==> src/hw/rtl/variable_record_ring_log_defines.svh <==
// Assertion macros for the record ring log.
`ifndef VARIABLE_RECORD_RING_LOG_DEFINES_SVH
`define VARIABLE_RECORD_RING_LOG_DEFINES_SVH

// Same-cycle implication, checked out of reset.
`define VRRL_ASSERT_IMP(lbl, ante, cons) \
    lbl: assert property (@(posedge i_clk) disable iff (!i_rst_n) (ante) |-> (cons)) \
        else $error("vrrl same-cycle check failed");

// Next-cycle implication, checked out of reset.
`define VRRL_ASSERT_NXT(lbl, ante, cons) \
    lbl: assert property (@(posedge i_clk) disable iff (!i_rst_n) (ante) |=> (cons)) \
        else $error("vrrl next-cycle check failed");

`endif

==> src/hw/rtl/vrrl_pkg.sv <==
// Shared types, codes and sizes of the record ring log.
package vrrl_pkg;

    localparam int DEPTH_WORDS = 4096;
    localparam int ADDR_W      = $clog2(DEPTH_WORDS);
    localparam int CNT_W       = ADDR_W + 1;
    localparam int CAP_W       = 13;
    localparam int CAP_MIN     = 16;
    localparam int HW_W        = 30;   // header length in words: (33-bit sum) >> 3

    // item functions
    localparam logic [2:0] F_APPEND   = 3'd0;
    localparam logic [2:0] F_RD_START = 3'd1;
    localparam logic [2:0] F_RD_NEXT  = 3'd2;
    localparam logic [2:0] F_DROP     = 3'd3;
    localparam logic [2:0] F_CLEAR    = 3'd4;

    // result status
    localparam logic [1:0] ST_OK       = 2'd0;
    localparam logic [1:0] ST_TOO_LONG = 2'd1;
    localparam logic [1:0] ST_SHORT    = 2'd2;

    // datapath operations
    localparam logic [4:0] OP_NONE     = 5'd0;
    localparam logic [4:0] OP_LATCH    = 5'd1;
    localparam logic [4:0] OP_APP_WORD = 5'd2;
    localparam logic [4:0] OP_HDR_SHORT = 5'd3;
    localparam logic [4:0] OP_HDR_BIG  = 5'd4;
    localparam logic [4:0] OP_EV_RD    = 5'd5;
    localparam logic [4:0] OP_EV_STEP  = 5'd6;
    localparam logic [4:0] OP_RD_ABORT = 5'd7;
    localparam logic [4:0] OP_HDR_WR   = 5'd8;
    localparam logic [4:0] OP_RS_INIT  = 5'd9;
    localparam logic [4:0] OP_F_RDH    = 5'd10;
    localparam logic [4:0] OP_F_LAT    = 5'd11;
    localparam logic [4:0] OP_F_ADV    = 5'd12;
    localparam logic [4:0] OP_SET_END  = 5'd13;
    localparam logic [4:0] OP_RN_RD    = 5'd14;
    localparam logic [4:0] OP_RN_WORD  = 5'd15;
    localparam logic [4:0] OP_W_LOAD   = 5'd16;
    localparam logic [4:0] OP_RN_HIT   = 5'd17;
    localparam logic [4:0] OP_RN_MISS  = 5'd18;
    localparam logic [4:0] OP_DR_INIT  = 5'd19;
    localparam logic [4:0] OP_CP_INIT  = 5'd20;
    localparam logic [4:0] OP_CP_RD    = 5'd21;
    localparam logic [4:0] OP_CP_WR    = 5'd22;
    localparam logic [4:0] OP_CP_ADV   = 5'd23;
    localparam logic [4:0] OP_TL_INIT  = 5'd24;
    localparam logic [4:0] OP_DR_FIN   = 5'd25;
    localparam logic [4:0] OP_CLR      = 5'd26;

    typedef struct packed {
        logic [2:0]  func;
        logic [63:0] data;
        logic        want_type;
        logic [31:0] key_db;
        logic [31:0] key_rel;
    } t_in;

    typedef struct packed {
        logic [63:0] rd_word;
        logic        rd_first;
        logic        rd_last;
        logic        rd_end;
        logic [1:0]  status;
    } t_out;

    typedef struct packed {
        logic [4:0] op;
        logic       fin;
    } t_cmd;

    typedef struct packed {
        logic [2:0] func;
        logic       app_busy;
        logic       hdr_short;
        logic       hdr_big;
        logic       ev_need;
        logic       walk_done;
        logic       hit;
        logic       dst_eq;
        logic       copy_done;
        logic       tail_need;
        logic       rd_left_nz;
        logic       res_last;
    } t_stat;

endpackage

==> src/hw/rtl/vrrl_ctrl.sv <==
// Sequencer of the record ring log: walks, copies, evictions.
module vrrl_ctrl (
    input  logic            i_clk,
    input  logic            i_rst_n,
    input  logic            start,
    input  vrrl_pkg::t_stat i_stat,
    output vrrl_pkg::t_cmd  o_cmd,
    output logic            o_busy
);

    localparam logic [3:0] S_IDLE = 4'd0;
    localparam logic [3:0] S_DEC  = 4'd1;
    localparam logic [3:0] S_EV   = 4'd2;
    localparam logic [3:0] S_EVS  = 4'd3;
    localparam logic [3:0] S_HDR  = 4'd4;
    localparam logic [3:0] S_FH   = 4'd5;
    localparam logic [3:0] S_FL   = 4'd6;
    localparam logic [3:0] S_FS   = 4'd7;
    localparam logic [3:0] S_CR   = 4'd8;
    localparam logic [3:0] S_CW   = 4'd9;
    localparam logic [3:0] S_RNW  = 4'd10;
    localparam logic [3:0] S_RNC  = 4'd11;

    // what a walk is for
    localparam logic [2:0] M_START = 3'd0;
    localparam logic [2:0] M_NEXT  = 3'd1;
    localparam logic [2:0] M_LAST  = 3'd2;
    localparam logic [2:0] M_DROP  = 3'd3;
    localparam logic [2:0] M_TAIL  = 3'd4;

    logic [3:0] r_state, n_state;
    logic [2:0] r_mode, n_mode;

    assign o_busy = (r_state != S_IDLE);

    always_comb begin
        n_state   = r_state;
        n_mode    = r_mode;
        o_cmd.op  = vrrl_pkg::OP_NONE;
        o_cmd.fin = 1'b0;
        unique case (r_state)
            S_IDLE: begin
                if (start) begin
                    o_cmd.op = vrrl_pkg::OP_LATCH;
                    n_state  = S_DEC;
                end
            end
            S_DEC: begin
                n_state = S_IDLE;
                case (i_stat.func)
                    vrrl_pkg::F_APPEND: begin
                        if (i_stat.app_busy) begin
                            o_cmd.op = vrrl_pkg::OP_APP_WORD;  o_cmd.fin = 1'b1;
                        end else if (i_stat.hdr_short) begin
                            o_cmd.op = vrrl_pkg::OP_HDR_SHORT; o_cmd.fin = 1'b1;
                        end else if (i_stat.hdr_big) begin
                            o_cmd.op = vrrl_pkg::OP_HDR_BIG;   o_cmd.fin = 1'b1;
                        end else if (i_stat.ev_need) begin
                            n_state = S_EV;
                        end else begin
                            o_cmd.op = vrrl_pkg::OP_HDR_WR;    o_cmd.fin = 1'b1;
                        end
                    end
                    vrrl_pkg::F_RD_START: begin
                        o_cmd.op = vrrl_pkg::OP_RS_INIT;
                        n_mode   = M_START;
                        n_state  = S_FH;
                    end
                    vrrl_pkg::F_RD_NEXT: begin
                        if (i_stat.rd_left_nz) begin
                            o_cmd.op = vrrl_pkg::OP_RN_RD;
                            n_state  = S_RNW;
                        end else begin
                            o_cmd.op = vrrl_pkg::OP_W_LOAD;
                            n_mode   = M_NEXT;
                            n_state  = S_FH;
                        end
                    end
                    vrrl_pkg::F_DROP: begin
                        o_cmd.op = vrrl_pkg::OP_DR_INIT;
                        n_mode   = M_DROP;
                        n_state  = S_FH;
                    end
                    vrrl_pkg::F_CLEAR: begin
                        o_cmd.op = vrrl_pkg::OP_CLR; o_cmd.fin = 1'b1;
                    end
                    default: o_cmd.fin = 1'b1;
                endcase
            end
            S_EV: begin
                if (i_stat.ev_need) begin
                    o_cmd.op = vrrl_pkg::OP_EV_RD;
                    n_state  = S_EVS;
                end else begin
                    o_cmd.op = vrrl_pkg::OP_RD_ABORT;
                    n_state  = S_HDR;
                end
            end
            S_EVS: begin
                o_cmd.op = vrrl_pkg::OP_EV_STEP;
                n_state  = S_EV;
            end
            S_HDR: begin
                o_cmd.op  = vrrl_pkg::OP_HDR_WR;
                o_cmd.fin = 1'b1;
                n_state   = S_IDLE;
            end
            S_FH: begin
                if (i_stat.walk_done) begin
                    n_state = S_IDLE;
                    case (r_mode)
                        M_NEXT: begin
                            o_cmd.op = vrrl_pkg::OP_RN_MISS; o_cmd.fin = 1'b1;
                        end
                        M_DROP: begin
                            if (i_stat.tail_need) begin
                                o_cmd.op = vrrl_pkg::OP_TL_INIT;
                                n_mode   = M_TAIL;
                                n_state  = S_CR;
                            end else begin
                                o_cmd.op = vrrl_pkg::OP_DR_FIN; o_cmd.fin = 1'b1;
                            end
                        end
                        default: begin
                            o_cmd.op = vrrl_pkg::OP_SET_END; o_cmd.fin = 1'b1;
                        end
                    endcase
                end else begin
                    o_cmd.op = vrrl_pkg::OP_F_RDH;
                    n_state  = S_FL;
                end
            end
            S_FL: begin
                o_cmd.op = vrrl_pkg::OP_F_LAT;
                n_state  = S_FS;
            end
            S_FS: begin
                n_state = S_FH;
                if (r_mode == M_DROP) begin
                    if (i_stat.hit)
                        o_cmd.op = vrrl_pkg::OP_F_ADV;
                    else if (i_stat.dst_eq)
                        o_cmd.op = vrrl_pkg::OP_CP_ADV;
                    else begin
                        o_cmd.op = vrrl_pkg::OP_CP_INIT;
                        n_state  = S_CR;
                    end
                end else if (i_stat.hit) begin
                    if (r_mode == M_NEXT) begin
                        o_cmd.op = vrrl_pkg::OP_RN_HIT;
                        n_state  = S_RNC;
                    end else begin
                        o_cmd.fin = 1'b1;
                        n_state   = S_IDLE;
                    end
                end else begin
                    o_cmd.op = vrrl_pkg::OP_F_ADV;
                end
            end
            S_CR: begin
                if (i_stat.copy_done) begin
                    if (r_mode == M_TAIL) begin
                        o_cmd.op  = vrrl_pkg::OP_DR_FIN;
                        o_cmd.fin = 1'b1;
                        n_state   = S_IDLE;
                    end else begin
                        o_cmd.op = vrrl_pkg::OP_CP_ADV;
                        n_state  = S_FH;
                    end
                end else begin
                    o_cmd.op = vrrl_pkg::OP_CP_RD;
                    n_state  = S_CW;
                end
            end
            S_CW: begin
                o_cmd.op = vrrl_pkg::OP_CP_WR;
                n_state  = S_CR;
            end
            S_RNW: begin
                o_cmd.op = vrrl_pkg::OP_RN_WORD;
                n_state  = S_RNC;
            end
            S_RNC: begin
                if (i_stat.res_last) begin
                    o_cmd.op = vrrl_pkg::OP_W_LOAD;
                    n_mode   = M_LAST;
                    n_state  = S_FH;
                end else begin
                    o_cmd.fin = 1'b1;
                    n_state   = S_IDLE;
                end
            end
            default: n_state = S_IDLE;
        endcase
    end

    always_ff @(posedge i_clk) begin
        if (!i_rst_n) begin
            r_state <= S_IDLE;
            r_mode  <= M_START;
        end else begin
            r_state <= n_state;
            r_mode  <= n_mode;
        end
    end

endmodule

==> config.mk <==
export PLATFORM = sky130hd
export DESIGN_NAME = vrrl_ctrl
export DESIGN_NICKNAME = d
export VERILOG_FILES = /design/src/hw/rtl/variable_record_ring_log_defines.svh /design/src/hw/rtl/vrrl_pkg.sv /design/src/hw/rtl/vrrl_ctrl.sv
export SDC_FILE = /design/constraint.sdc
export NUM_CORES = 1
export LEC_CHECK = 0
export BUFFER_PORTS_ARGS = -buffer_cell sky130_fd_sc_hd__buf_2
export CORE_MARGIN = 3
export CORE_UTILIZATION = 49
export DETAILED_ROUTE_END_ITERATION = 12
export GPL_TIMING_DRIVEN = 0
export PLACE_DENSITY = 0.73
export SYNTH_ARGS = -nofsm -noshare
export SYNTH_HDL_FRONTEND = slang
export SYNTH_SLANG_ARGS = --single-unit
==> constraint.sdc <==
create_clock -name i_clk -period 2.4 [get_ports i_clk]
set_clock_uncertainty 0.2 [all_clocks]
set_input_delay 0.48 -clock i_clk [delete_from_list [all_inputs] [get_ports i_clk]]
set_output_delay 0.48 -clock i_clk [all_outputs]
set_load 0.03 [all_outputs]
==> metrics <==
total CTS buffers=3; full die area=approximately 0.0028 mm²; EDFF count, synth=0; NetSw=~0.00020 W; share of post-route cells with drive strength above 1=between 30% and 40%; Synth async-reset ratio=0%; actual slew at the worst max-slew pin=between 500 and 600 ps; Syn Nets=about 190; CORE AREA=0.00204 mm²; multi-input logic area=slightly below 0.001 mm²; fin crit period=roughly 2500 ps; switching share of power=approximately two fifths; Max-slew headroom=a little under two thirds; Internal=between 0.0002 and 0.0003 W; post-synth top area cell=dfxtp_1; placer congestion estimate=approximately 0.91; final WL=4.16 mm; RSZ-0062 raised after global routing=yes; most frequent cell after synthesis=nand2_1; Worst-path clk slew=around 50 ps; Crit Path Class=input port to primary output; chip height=between 50 and 60 µm; cell row count=16; Seq pwr share=26.2%; maximum clock insertion buffer count=2; via count=around 1,600; final-report max-slew violation count=0; worst-path fanout max=2; Fin. Hold Viols=0; Final ANT Viol Nets=0; final setup vio count=1; Startpoint Class=input port; outcome=complete, but fails checks; DR pass1 iterations=7; detailed placement HPWL=around 2.8 mm; final period utilization=103%; overall routing resource usage=28.7%; IO buf count=22; n_diodes=0; clk root buf=clkbuf_4; filler cell count=about 180; fmax=0.406 GHz; max cap viols=0; FF-to-FF setup slack=260 ps; Avg Inst Size Synth=between 6 and 7 µm²; sequential-to-total area share from yosys stat=approximately an eighth; Yosys warnings=0; Layout area overhead=33.6%; worst vdd ir=between 200 and 250 µV; Via density=6.98; Top FF cell, synth=dfxtp_1; I/O Pins=24; largest net degree at the start of global routing=11; HP Class=input port to flip-flop; die width=about 53 µm; CTS H-Tree Depth=1; Yosys top cell area share=about 13%; Pwr Density=330 mW/mm²; most frequent cells after synthesis=20 x nand2_1, 19 x nor2_1, 15 x o21ai_0; vias in the first global route=roughly 1,300; ranking of synthesized cells by area=dfxtp_1 13%, nand2_1 6.9%, o21ai_0 6.9%; pre-CTS setup slack=-171 ps; Final #Nets=approximately 220; count of cell types in the netlist=between 40 and 50; area occupied by registers=around 150 µm²; clock share of power=between 20% and 30%; CP Capture Type=primary output; global-route wire length before repair=6.02 mm; combinational power share=slightly above 50%; CTS tree=built; grt total ovfl=0; Hold Slack=~330 ps; Leak Pwr=approximately 0.54 nW; DR DRC count=0; Worst Path Arrival=about 1800 ps; Post-Syn Instances=168; final setup margin=-64.8 ps; wire per inst=about 19 µm; failing checks=setup timing; Required @ worst endpoint=~1700 ps; worst skew pair latency=between 200 and 300 ps; initial antenna violation count=0; DR iter-0 viols=145; clock sinks=7; Mapped Area=about 0.0011 mm²; initial core utilization=53.4%; post-cts hold buffer count=0; register bit total from synthesis=7
final timing paths:
| check | startpoint | to | cells after the start |
|---|---|---|---|
| max | i_stat[10] | o_cmd[2] | 7 |
| min reg2reg | r_mode[2] | r_mode[2] | 2 |
| min | i_rst_n | r_mode[1] | 2 |
| max reg2reg | r_state[2] | r_mode[1] | 6 |
sequential cells by signal, indices dropped and copies added, names as in the netlist:
name	cells
r_state	4
r_mode	3
power groups by stage:
stage / sequential [W] / combinational (W) / clock [W]
global placement: 0.000127 / 0.000197 / 0
floorplan: 0.000126 / 0.000135 / 0
CTS: 0.000126 / 0.000212 / 0.000110
global route: 0.000126 / 0.000260 / 0.000118
finish: 0.000126 / 0.000245 / 0.000110
detailed placement: 0.000127 / 0.000200 / 0
metal layers:
metal	track usage [%]	routed length, µm
met1	40.5	1560
met5	0	0
met4	14.0	186
met2	43.6	1890
met3	1.69	527
through the flow:
| step | utilization [%] | instances | cell area (µm²) | total power [W] | TNS [ps] |
|---|---|---|---|---|---|
| global placement | 60.7 | 217 | 1240 | 0.000324 | -305 |
| CTS | 65.4 | 221 | 1340 | 0.000448 | -71.9 |
| floorplan | - | 168 | 1100 | 0.000261 | 0 |
| detailed placement | 60.7 | 217 | 1240 | 0.000328 | -316 |
| global route | 71.3 | 223 | 1460 | 0.000505 | -144 |
| finish | 71.3 | 223 | 1460 | 0.000481 | -64.8 |
layout by cell type, fill, tap and decap left out, types with 4 or more instances in the layout:
cell,n
a21boi_0,5
a21oi_1,10
a31oi_1,5
buf_2,15
buf_4,9
buf_6,5
clkbuf_4,8
nand2_1,19
nand2b_1,7
nand3_1,9
nor2_1,18
nor2b_4,4
o21ai_0,12
critical path, cell delays in order:
cell       delay [ps]
buf_8              90
or3_4             370
a221oi_2          230
o21ai_1           110
a21oi_2           170
o2111ai_2         150
buf_6             170
logic make-up (layout without fill, tap and decap cells):
group / after synthesis / after routing / share of synthesized area (%)
AO/OA/AOI/OAI: 62 / 62 / 37.3
AND/OR/NAND/NOR: 81 / 81 / 39.5
flip-flops: 7 / 7 / 12.9
multiplexers: 3 / 3 / 3.10
XOR/XNOR: 1 / 1 / 0.804
buffers and inverters: 13 / 41 / 5.28
adder cells (fa/ha/maj): 1 / 1 / 1.15
area by class of cell:
| cell class | count | area share, % |
|---|---|---|
| plain buffers | 10 | 5.50 |
| multi-input cells | 148 | 68.0 |
| well taps | 27 | 2.32 |
| repair buffers | 25 | 11.8 |
| flip-flops and latches | 7 | 10.1 |
| inverters | 2 | 0.515 |
| clock buffers | 4 | 1.80 |
timing repair:
| action | CTS | global route |
|---|---|---|
| setup buffers | 1 | 2 |
| pin swaps | 1 | 8 |
| setup endpoints to repair | 6 | 6 |
| resized for setup | 28 | 41 |
(Power assumes the default switching activity.)
